--- src/vfe_pkg.sv ---
// ----------------------------------------------------------------------------
// vfe_pkg
// shared types and constants for the volume fade and effect timer block
// ----------------------------------------------------------------------------
package vfe_pkg;

  localparam int unsigned DefChannels = 4;
  localparam int unsigned MaxChannels = 8;

  localparam logic [7:0] FadeSpeedRst = 8'd12;
  localparam logic [2:0] VolMax       = 3'd7;
  localparam logic [2:0] VolMin       = 3'd0;

  // event codes
  typedef enum logic [2:0] {
    EV_TICK     = 3'd0,
    EV_FADE_OUT = 3'd1,
    EV_FADE_IN  = 3'd2,
    EV_SET_VOL  = 3'd3,
    EV_MUTE_ON  = 3'd4,
    EV_MUTE_OFF = 3'd5,
    EV_EFFECT   = 3'd6
  } ev_kind_e;

  // fade state machine, one-hot
  typedef enum logic [3:0] {
    FADE_IDLE = 4'b0001,
    FADE_DOWN = 4'b0010,
    FADE_UP   = 4'b0100,
    FADE_PEND = 4'b1000
  } fade_mode_e;

  // reported fade state codes
  localparam logic [1:0] FsIdle = 2'd0;
  localparam logic [1:0] FsDown = 2'd1;
  localparam logic [1:0] FsUp   = 2'd2;
  localparam logic [1:0] FsPend = 2'd3;

  typedef struct packed {
    logic [2:0] kind;
    logic [2:0] volume_value;
    logic [1:0] effect_channel;
    logic [7:0] effect_ticks;
  } vfe_event_t;

  typedef struct packed {
    logic [2:0] master_volume;
    logic [6:0] mixer_level;
    logic       sound_power;
    logic [3:0] music_play_mask;
    logic [1:0] fade_state;
  } vfe_status_t;

  function automatic logic [1:0] fade_code(fade_mode_e m);
    logic [1:0] code;
    unique case (m)
      FADE_IDLE: code = FsIdle;
      FADE_DOWN: code = FsDown;
      FADE_UP:   code = FsUp;
      FADE_PEND: code = FsPend;
      default:   code = FsIdle;
    endcase
    return code;
  endfunction

endpackage

--- src/volume_fade_and_effect_timers_top.sv ---
// ----------------------------------------------------------------------------
// volume_fade_and_effect_timers_top
// master volume fader, mute control and per-channel effect hold timers
// ----------------------------------------------------------------------------
//
//   channel  direction  handshake                payload
//   -------  ---------  -----------------------  ---------------------------------
//   event    in         in_valid_i / in_stall_o  kind, volume_value, effect_*
//   result   out        out_valid_o / out_stall_i master_volume, mixer_level,
//                                                sound_power, music_play_mask,
//                                                fade_state
//   config   in         cfg_we_i                 cfg_wdata_i -> fade step period
//
// one event per cycle sustained while the receiver does not stall; a result is
// captured into the result register by the state update once its event sits in
// the input register and the result side can move
// reset restores volume 7, fade idle, power on, all channels playing and a
// fade step period of 12; no clearing pass is needed
// a stalled result holds the result register, and the input register keeps
// taking events until it too is full
//
module volume_fade_and_effect_timers_top import vfe_pkg::*; #(
  parameter int unsigned CHANNELS = DefChannels
) (
  input  logic       clk_i,
  input  logic       rst_ni,
  // event channel
  input  logic       in_valid_i,
  output logic       in_stall_o,
  input  logic [2:0] kind_i,
  input  logic [2:0] volume_value_i,
  input  logic [1:0] effect_channel_i,
  input  logic [7:0] effect_ticks_i,
  // configuration
  input  logic       cfg_we_i,
  input  logic [7:0] cfg_wdata_i,
  // result channel
  output logic       out_valid_o,
  input  logic       out_stall_i,
  output logic [2:0] master_volume_o,
  output logic [6:0] mixer_level_o,
  output logic       sound_power_o,
  output logic [3:0] music_play_mask_o,
  output logic [1:0] fade_state_o
);

  logic        adv;          // result register can take a new item
  logic        ev_valid;
  logic        fire;         // engine commits one event this cycle
  vfe_event_t  in_event;
  vfe_event_t  ev;
  vfe_status_t status;
  vfe_status_t res_q;
  logic        out_valid_q, out_valid_d;
  logic [7:0]  step_period_q;

  assign in_event.kind           = kind_i;
  assign in_event.volume_value   = volume_value_i;
  assign in_event.effect_channel = effect_channel_i;
  assign in_event.effect_ticks   = effect_ticks_i;

  // fade prescaler reload value
  always_ff @(posedge clk_i or negedge rst_ni) begin
    if (!rst_ni) begin
      step_period_q <= FadeSpeedRst;
    end else if (cfg_we_i) begin
      step_period_q <= cfg_wdata_i;
    end
  end

  vfe_in_stage u_in_stage (
    .clk_i      (clk_i),
    .rst_ni     (rst_ni),
    .in_valid_i (in_valid_i),
    .in_stall_o (in_stall_o),
    .in_event_i (in_event),
    .adv_i      (adv),
    .ev_valid_o (ev_valid),
    .ev_o       (ev)
  );

  // the engine steps exactly when it holds an event and its result has a place to go
  assign adv  = ~out_valid_q | ~out_stall_i;
  assign fire = ev_valid & adv;

  vfe_engine #(
    .CHANNELS (CHANNELS)
  ) u_engine (
    .clk_i         (clk_i),
    .rst_ni        (rst_ni),
    .fire_i        (fire),
    .ev_i          (ev),
    .step_period_i (step_period_q),
    .status_o      (status)
  );

  // result register
  assign out_valid_d = adv ? ev_valid : out_valid_q;

  always_ff @(posedge clk_i or negedge rst_ni) begin
    if (!rst_ni) begin
      out_valid_q <= 1'b0;
    end else begin
      out_valid_q <= out_valid_d;
    end
  end

  always_ff @(posedge clk_i) begin
    if (fire) begin
      res_q <= status;
    end
  end

  assign out_valid_o       = out_valid_q;
  assign master_volume_o   = res_q.master_volume;
  assign mixer_level_o     = res_q.mixer_level;
  assign sound_power_o     = res_q.sound_power;
  assign music_play_mask_o = res_q.music_play_mask;
  assign fade_state_o      = res_q.fade_state;

endmodule

--- src/vfe_in_stage.sv ---
// ----------------------------------------------------------------------------
// vfe_in_stage
// input register: captures one event transfer and holds it for the engine
// ----------------------------------------------------------------------------
module vfe_in_stage import vfe_pkg::*; (
  input  logic       clk_i,
  input  logic       rst_ni,
  input  logic       in_valid_i,
  output logic       in_stall_o,
  input  vfe_event_t in_event_i,
  input  logic       adv_i,
  output logic       ev_valid_o,
  output vfe_event_t ev_o
);

  logic       valid_q, valid_d;
  vfe_event_t ev_q;

  // holds only while loaded and the result side cannot move
  assign in_stall_o = valid_q & ~adv_i;
  assign valid_d    = in_stall_o ? valid_q : in_valid_i;

  always_ff @(posedge clk_i or negedge rst_ni) begin
    if (!rst_ni) begin
      valid_q <= 1'b0;
    end else begin
      valid_q <= valid_d;
    end
  end

  always_ff @(posedge clk_i) begin
    if (in_valid_i && !in_stall_o) begin
      ev_q <= in_event_i;
    end
  end

  assign ev_valid_o = valid_q;
  assign ev_o       = ev_q;

endmodule

--- src/vfe_engine.sv ---
// ----------------------------------------------------------------------------
// vfe_engine
// volume, fade and effect hold state with its per-event update logic
// ----------------------------------------------------------------------------
module vfe_engine import vfe_pkg::*; #(
  parameter int unsigned CHANNELS = DefChannels
) (
  input  logic        clk_i,
  input  logic        rst_ni,
  input  logic        fire_i,
  input  vfe_event_t  ev_i,
  input  logic [7:0]  step_period_i,
  output vfe_status_t status_o
);

  localparam logic [MaxChannels-1:0] ChMask = MaxChannels'((1 << CHANNELS) - 1);

  logic [2:0]          vol_q, vol_d;
  fade_mode_e          mode_q, mode_d;
  logic [7:0]          fcnt_q, fcnt_d;
  logic                poff_q, poff_d;
  logic [7:0]          ecnt_q [CHANNELS];
  logic [7:0]          ecnt_d [CHANNELS];
  logic [CHANNELS-1:0] held_q, held_d;

  logic [7:0]             fcnt_dec;
  logic [2:0]             vol_step;
  logic                   skip;
  logic [MaxChannels-1:0] play;

  assign fcnt_dec = fcnt_q - 8'd1;

  always_comb begin
    vol_d    = vol_q;
    mode_d   = mode_q;
    fcnt_d   = fcnt_q;
    poff_d   = poff_q;
    ecnt_d   = ecnt_q;
    held_d   = held_q;
    skip     = 1'b0;
    vol_step = vol_q;
    case (ev_kind_e'(ev_i.kind))
      EV_TICK: begin
        if (mode_q != FADE_IDLE) begin
          fcnt_d = fcnt_dec;
          if (fcnt_dec == 8'd0) begin
            fcnt_d = step_period_i;
            unique case (mode_q)
              FADE_UP: begin
                vol_step = (vol_q < VolMax) ? vol_q + 3'd1 : vol_q;
                vol_d    = vol_step;
                if (vol_step == VolMax) begin
                  mode_d = FADE_IDLE;
                  skip   = 1'b1;
                end
              end
              FADE_DOWN: begin
                vol_step = (vol_q > VolMin) ? vol_q - 3'd1 : vol_q;
                vol_d    = vol_step;
                if (vol_step == VolMin) begin
                  mode_d = FADE_PEND;
                  skip   = 1'b1;
                end
              end
              FADE_PEND: begin
                mode_d = FADE_IDLE;
                poff_d = 1'b1;
                skip   = 1'b1;
              end
              default: begin
                mode_d = FADE_IDLE;
              end
            endcase
          end
        end
        // channel countdowns run only when no fade step ended a fade or muted this tick
        if (!skip) begin
          for (int c = 0; c < int'(CHANNELS); c++) begin
            if (ecnt_q[c] != 8'd0) begin
              ecnt_d[c] = ecnt_q[c] - 8'd1;
            end else begin
              held_d[c] = 1'b0;
            end
          end
        end
      end
      EV_FADE_OUT: begin
        if (vol_q != VolMin) begin
          mode_d = FADE_DOWN;
          fcnt_d = step_period_i;
        end
      end
      EV_FADE_IN: begin
        if (vol_q != VolMax) begin
          mode_d = FADE_UP;
          fcnt_d = step_period_i;
        end
      end
      EV_SET_VOL:  vol_d  = ev_i.volume_value;
      EV_MUTE_ON:  poff_d = 1'b1;
      EV_MUTE_OFF: poff_d = 1'b0;
      EV_EFFECT: begin
        // channels past the configured count match no slot and are ignored
        for (int c = 0; c < int'(CHANNELS); c++) begin
          if (int'(ev_i.effect_channel) == c) begin
            held_d[c] = 1'b1;
            ecnt_d[c] = ev_i.effect_ticks;
          end
        end
      end
      default: ;
    endcase
  end

  always_ff @(posedge clk_i or negedge rst_ni) begin
    if (!rst_ni) begin
      vol_q  <= VolMax;
      mode_q <= FADE_IDLE;
      fcnt_q <= 8'd0;
      poff_q <= 1'b0;
      held_q <= '0;
      for (int c = 0; c < int'(CHANNELS); c++) begin
        ecnt_q[c] <= 8'd0;
      end
    end else if (fire_i) begin
      vol_q  <= vol_d;
      mode_q <= mode_d;
      fcnt_q <= fcnt_d;
      poff_q <= poff_d;
      held_q <= held_d;
      ecnt_q <= ecnt_d;
    end
  end

  assign play = ~MaxChannels'(held_d) & ChMask;

  assign status_o.master_volume   = vol_d;
  assign status_o.mixer_level     = {vol_d, 1'b0, vol_d};
  assign status_o.sound_power     = ~poff_d;
  assign status_o.music_play_mask = play[3:0];
  assign status_o.fade_state      = fade_code(mode_d);

endmodule

--- config.mk ---
export PLATFORM = sky130hd
export DESIGN_NAME = volume_fade_and_effect_timers_top
export DESIGN_NICKNAME = d
export VERILOG_FILES = /design/src/vfe_pkg.sv /design/src/volume_fade_and_effect_timers_top.sv /design/src/vfe_in_stage.sv /design/src/vfe_engine.sv
export SDC_FILE = /design/constraint.sdc
export NUM_CORES = 1
export LEC_CHECK = 0
export BUFFER_PORTS_ARGS = -buffer_cell sky130_fd_sc_hd__buf_2
export CAP_MARGIN = 5
export CORE_ASPECT_RATIO = 1.4
export CORE_MARGIN = 5
export CORE_UTILIZATION = 35
export DETAILED_ROUTE_END_ITERATION = 10
export GPL_TIMING_DRIVEN = 0
export PLACE_DENSITY = 0.55
export SLEW_MARGIN = 20
export SYNTH_ARGS = -nofsm -noshare
export SYNTH_HDL_FRONTEND = slang
export SYNTH_HIERARCHICAL = 1
export SYNTH_SLANG_ARGS = --single-unit
--- constraint.sdc ---
create_clock -name clk_i -period 4.2 [get_ports clk_i]
set_clock_uncertainty 0.1 [all_clocks]
set_input_delay 0.84 -clock clk_i [delete_from_list [all_inputs] [get_ports clk_i]]
set_output_delay 0.84 -clock clk_i [all_outputs]
set_load 0.05 [all_outputs]
# Word-level counts from Yosys, hierarchy flattened
# Index checks and enable logic that the tools add are counted.
# totals
output_inout_bits	19
ff_bits	94
elab_cells	136
input_bits	29
# classes
mux	50
addsub	7
reduce_logical	18
n_lt_le_gt_ge	2
bitwise_logic	8
eq_ne	30
# ops
cell	count
$mux 8	12
$pmux 32 s2	1
$sub 8x1->8 const B	5
$mux 32	1
$reduce_bool 8->1	4
$mux 4	7
$reduce_and 5->1	5
$pmux 8 s3	1
$ne 2x1->1 const B	11
$mux 1	16
$pmux 4 s2	2
$eq 3x3->1 const B	4
$mux 3	4
$pmux 3 s2	2
$pmux 4 s3	1
$eq 4x2->1 const B	2
$eq 4x3->1 const B	2
$eq 4x4->1 const B	2
$logic_not 8->1	1
$eq 3x2->1 const B	2
$logic_not 3->1	2
$pmux 1 s3	2
$pmux 2 s3	1
$reduce_bool 3->1	2
other kinds (18)	23

# Longest topological paths before layout
# depth
word_depth	11
depth_mapped	12
ltp_nobuf	8

# Hierarchy
# Netlist, hierarchy kept.
# by_module_without_submodules
module	area_per_inst_um2	cells_per_inst	seq_area_each_um2	n_inst
vfe_engine	3878.7	495	1306.3	1
volume_fade_and_effect_timers_top	888.4	38	738.2	1
vfe_in_stage	538.0	21	505.5	1

# Least setup slack after synthesis
# Ideal clock, no wire load.
# synth_path
path_kind	input-to-reg
from	in out_stall_i
to	reg u_engine.fcnt_q[0]
stages	5
arrival_time_ns	3.644
path_slack_ns	0.322
t_required_ns	3.966
setup_time_ns	0.134
path_buffers	1
path_cell_list	a21boi_0 o2111ai_1 clkbuf_1 a21oi_1 o21ai_0
# synth_via
elab_chain_len	4
# synth_rtl
item	line	rtl
from (decl)	volume_fade_and_effect_timers_top.sv:39	input logic out_stall_i,
$not 1->1	volume_fade_and_effect_timers_top.sv:83	assign adv = ~out_valid_q | ~out_stall_i;
$or 1x1->1	volume_fade_and_effect_timers_top.sv:83	
$and 1x1->1	volume_fade_and_effect_timers_top.sv:84	assign fire = ev_valid & adv;
$reduce_and 5->1 (no line)	-	
to (signal assigned)	vfe_engine.sv:128	fcnt_q <= fcnt_d;
to (decl)	vfe_engine.sv:20	logic [7:0] fcnt_q, fcnt_d;
# Every way passes these cells.
# A chain may end at the register's enable or synchronous reset.

# Final worst setup path
# layout_path
from	reg u_engine.fcnt_q[1]
to	reg u_engine/ecnt_q[13] in the netlist's numbering
# layout_via
elab_chain_len	7
# layout_rtl
item	line	rtl
$sub 8x1->8	vfe_engine.sv:31	assign fcnt_dec = fcnt_q - 8'd1;
$logic_not 8->1	vfe_engine.sv:46	if (fcnt_dec == 8'd0) begin
$mux 1	vfe_engine.sv:46	
$mux 1	vfe_engine.sv:44	if (mode_q != FADE_IDLE) begin
$mux 1	vfe_engine.sv:42	case (ev_kind_e'(ev_i.kind))
$ne 2x2->1 (no line)	-	
$reduce_and 5->1 (no line)	-	
to (signal assigned)	vfe_engine.sv:131	ecnt_q <= ecnt_d;
to (decl)	vfe_engine.sv:22	logic [7:0] ecnt_q [CHANNELS];
# Every way passes these cells. The select of a mux whose other input is x is not followed.

==> impl_metrics.ini <==
[placement]
portBuffers = 46
globalplace.congestion = 0.9549
dp.cells = 794
postPlaceCellArea_um2 = 5837
hpwl_um = 10260

[floorplanning]
die-height_um = 155.7
start_util = 0.3540
coreArea_um2 = 14990
ioPinCount = 48
die_w_um = 114.1
die_area_um2 = 17750
num_rows = 53

[clock_network]
root_buffer = clkbuf_16
cts_sinks = 95
cts_tree = built
h-tree-depth = 3
cts_buffers = 9
post_cts_buffers = 0
cts_resized = 0
cts.hold.buffers_added = 0
cts_buffer_depth = 2
clk_pin_slew_ns = 0.07
insertion_delay_ns = 0.34

[sta]
relSlewSlack = 0.2382
finalHoldViolCount = 0
setup-violations-final = 0
period_share = 0.7674
fmax_mhz = 310.3
max_slew.worst_pin.slew_ns = 1.134
layout_min_cycle_time_ns = 3.223
slew_violations = 0
rsz0062_at_grt = false

[drt]
routedWlPerCell_um = 17.20
drtPass1Iterations = 5
drc = 0
drt_first_iter_violations = 320
drtAntennaViolNets = 0
wirelength_um = 13930
vias_per_cell = 5.544
vias = 4491

[grt]
grt_pass1_wl_um = 22310
overflow = 0
grt_pass1_vias = 4365
antenna_found_initial = 0
grt_start_max_net_pins = 40
grt_use_total = 0.1578

[synth]
netlist_instances = 554
ys_types = 67
synth_fp_nets = 595
synth-edff-count = 33
syn_area_per_cell_um2 = 9.576
synth_ff_type = dfrtp_1
synth-seq-area-share = 0.4807
yosys_warnings = 6
ys_async_sr_fraction = 0.6526
synth-seq-cells = 95
synth_area_um2 = 5305

[setup_path]
cp_max_fo = 10
arrival_ns = 3.33
r2r_cells = 9
worst_ep_required_time_ns = 4.31
cp_num_buf_inv = 2
critPathSlowestCell = a2111oi_4
critical-path-top-delay-family = compound AO/OA/AOI/OAI gates
crit_cells = 9
path_class = reg -> reg
critPathCaptureType = flop
path_cells = inv_1 > ha_1 > or3b_1 > or3_1 > buf_2 > a2111oi_4 > o22ai_1 > nand2_1 > o21ai_0
cp-start-kind = flop
slowest_delay_ns = 0.69

[power_and_ir_drop]
ir_drop_uv = 238.3
clkPwrFrac = 0.241
cellLeakagePower_uw = 0.002439
switchingPower_uw = 1357
seqPwrFrac = 0.408
swShare = 0.3750
share_comb_of_total_power = 0.352
power_density_nw_per_um2 = 588.1
internal_power_uw = 2261

[status]
status = complete, no violations

[final_layout]
antenna_cells = 0
fin_nets = 654
finalInstanceArea_um2 = 6151
postLayoutCoreUtil = 0.4104
area_delta_synth_final_pct = 15.94
fillers = 1549
seq_area_um2 = 2550
layout.cells.non_filler = 810
multiInputGateArea_um2 = 2511
drive_gt1_frac = 0.1748

[job]
max-cap-violations = 0

[min_path]
hp-class = in -> async
-- cell families (layout without fill, tap and decap cells) --
group	after synthesis	count (layout)	synth area share
other cells	1	1	0.0007069
flops	95	95	0.4807
fa+ha+maj	12	12	0.02830
xor+xnor	3	3	0.004954
mux	10	10	0.02665
simple gates	179	179	0.1748
compound gates	199	199	0.2359
buf+inv	55	119	0.04811
-- per-layer routing --
| metal | vias to the layer above | track usage | wire [µm] |
|---|---|---|---|
| met3 | 17 | 0.02949 | 731 |
| met4 | 0 | 0.05772 | 248 |
| li1 | 2165 | - | - |
| met1 | 2171 | 0.1937 | 6041 |
| met2 | 138 | 0.2747 | 6908 |
| met5 | - | 0 | 0 |
-- placed cells by master, fill, tap and decap left out, drive strengths merged, types with 12 or more instances in the layout --
cell type | netlist | layout
edfxtp | 33 | 33
dfrtp | 56 | 56
nor3 | 26 | 26
inv | 18 | 19
nand2 | 21 | 21
ha | 12 | 12
nor2 | 60 | 60
buf | 14 | 62
a21oi | 59 | 59
clkbuf | 23 | 34
o21ai | 63 | 63
-- worst reg2reg max path, stage by stage (launching register included) --
cell and delay (ns):
dfrtp_1 0.45, inv_1 0.11, ha_1 0.20, or3b_1 0.37, or3_1 0.30, buf_2 0.20, a2111oi_4 0.69, o22ai_1 0.33
nand2_1 0.21, o21ai_0 0.12
-- per-stage QoR --
step / setup TNS [ns] / setup slack (ns) / total power, µW / hold slack [ns]
floorplan: 0 / 0.3223 / 2411 / 0.3604
global placement: -46.94 / -1.337 / 2693 / 0.3708
detailed placement: 0 / 1.015 / 2746 / 0.3898
CTS: 0 / 1.010 / 3631 / 0.3028
global route: 0 / 0.8079 / 3852 / 0.3093
finish: 0 / 0.9770 / 3617 / 0.2955
-- worst paths after layout --
kind	startpoint	endpoint	slack (ns)
worst max-delay path	u_engine/fcnt_q[1]	u_engine/ecnt_q[13]	0.98
worst min-delay path	rst_ni	u_engine/fcnt_q[2]	0.30
worst max register to register	u_engine/fcnt_q[1]	u_engine/ecnt_q[13]	0.98
worst min register to register	u_engine/held_q[0]	u_engine/held_q[0]	0.41
max in group asynchronous	rst_ni	step_period_q[3]	3.14
min in group clk_i	u_engine/held_q[0]	u_engine/held_q[0]	0.41
-- cell usage after synthesis, drive strengths merged, types with 3 or more instances --
library cell  count  area [µm²]
a32oi             3       26.28
buf              14       100.1
o22ai            11       68.82
a22oi             5       37.54
nor2             60       225.2
nand2b            9       63.81
inv              18       67.56
edfxtp           33       991.0
nor3             26       130.1
o22a              4       35.03
nand4             4       25.02
or3               3       18.77
mux2              9       131.4
a21oi            59       302.8
or3b              4       35.04
o31ai             7       52.55
a21o              8       60.06
and2              6       40.04
nand3             7       35.03
a31oi            10       62.56
clkbuf           23       87.58
or4               3       22.52
nor2b             8       50.05
nor3b             5       37.54
dfrtp            56        1401
a22o              3       26.28
and3              5       31.28
o21a              5       37.54
ha               12       150.1
a31o              3       26.28
nand2            21       78.83
o21ai            63       315.3
dfstp             6       157.7
nor4              9       56.30
-- state kept, by name (all words and copies together), names as in the netlist --
signal,cells
u_engine/ecnt_q,32
u_in_stage/ev_o,16
step_period_q,8
u_engine/fcnt_q,8
mixer_level_o,7
music_play_mask_o,4
u_engine/held_q,4
u_engine/mode_q,4
master_volume_o,3
u_engine/vol_q,3
fade_state_o,2
out_valid_o,1
sound_power_o,1
u_engine/poff_q,1
u_in_stage/ev_valid_o,1
-- final cells by class --
| type | count | area share |
|---|---|---|
| multi-input combinational | 404 | 0.4083 |
| sequential | 95 | 0.4146 |
| timing repair buffer | 48 | 0.04557 |
| clock inverter | 5 | 0.01322 |
| inverter | 18 | 0.01098 |
| tap | 192 | 0.03906 |
| buffer | 37 | 0.03051 |
| clock buffer | 11 | 0.03784 |
-- power by group through the flow --
| stage | clock network (µW) | logic [µW] | registers, µW |
|---|---|---|---|
| after global placement | 0 | 1220 | 1470 |
| after CTS | 898 | 1270 | 1470 |
| final | 870 | 1270 | 1480 |
| after floorplan | 0 | 888 | 1520 |
| after global routing | 931 | 1420 | 1510 |
| after detailed placement | 0 | 1260 | 1480 |
(Power assumes the default switching activity.)
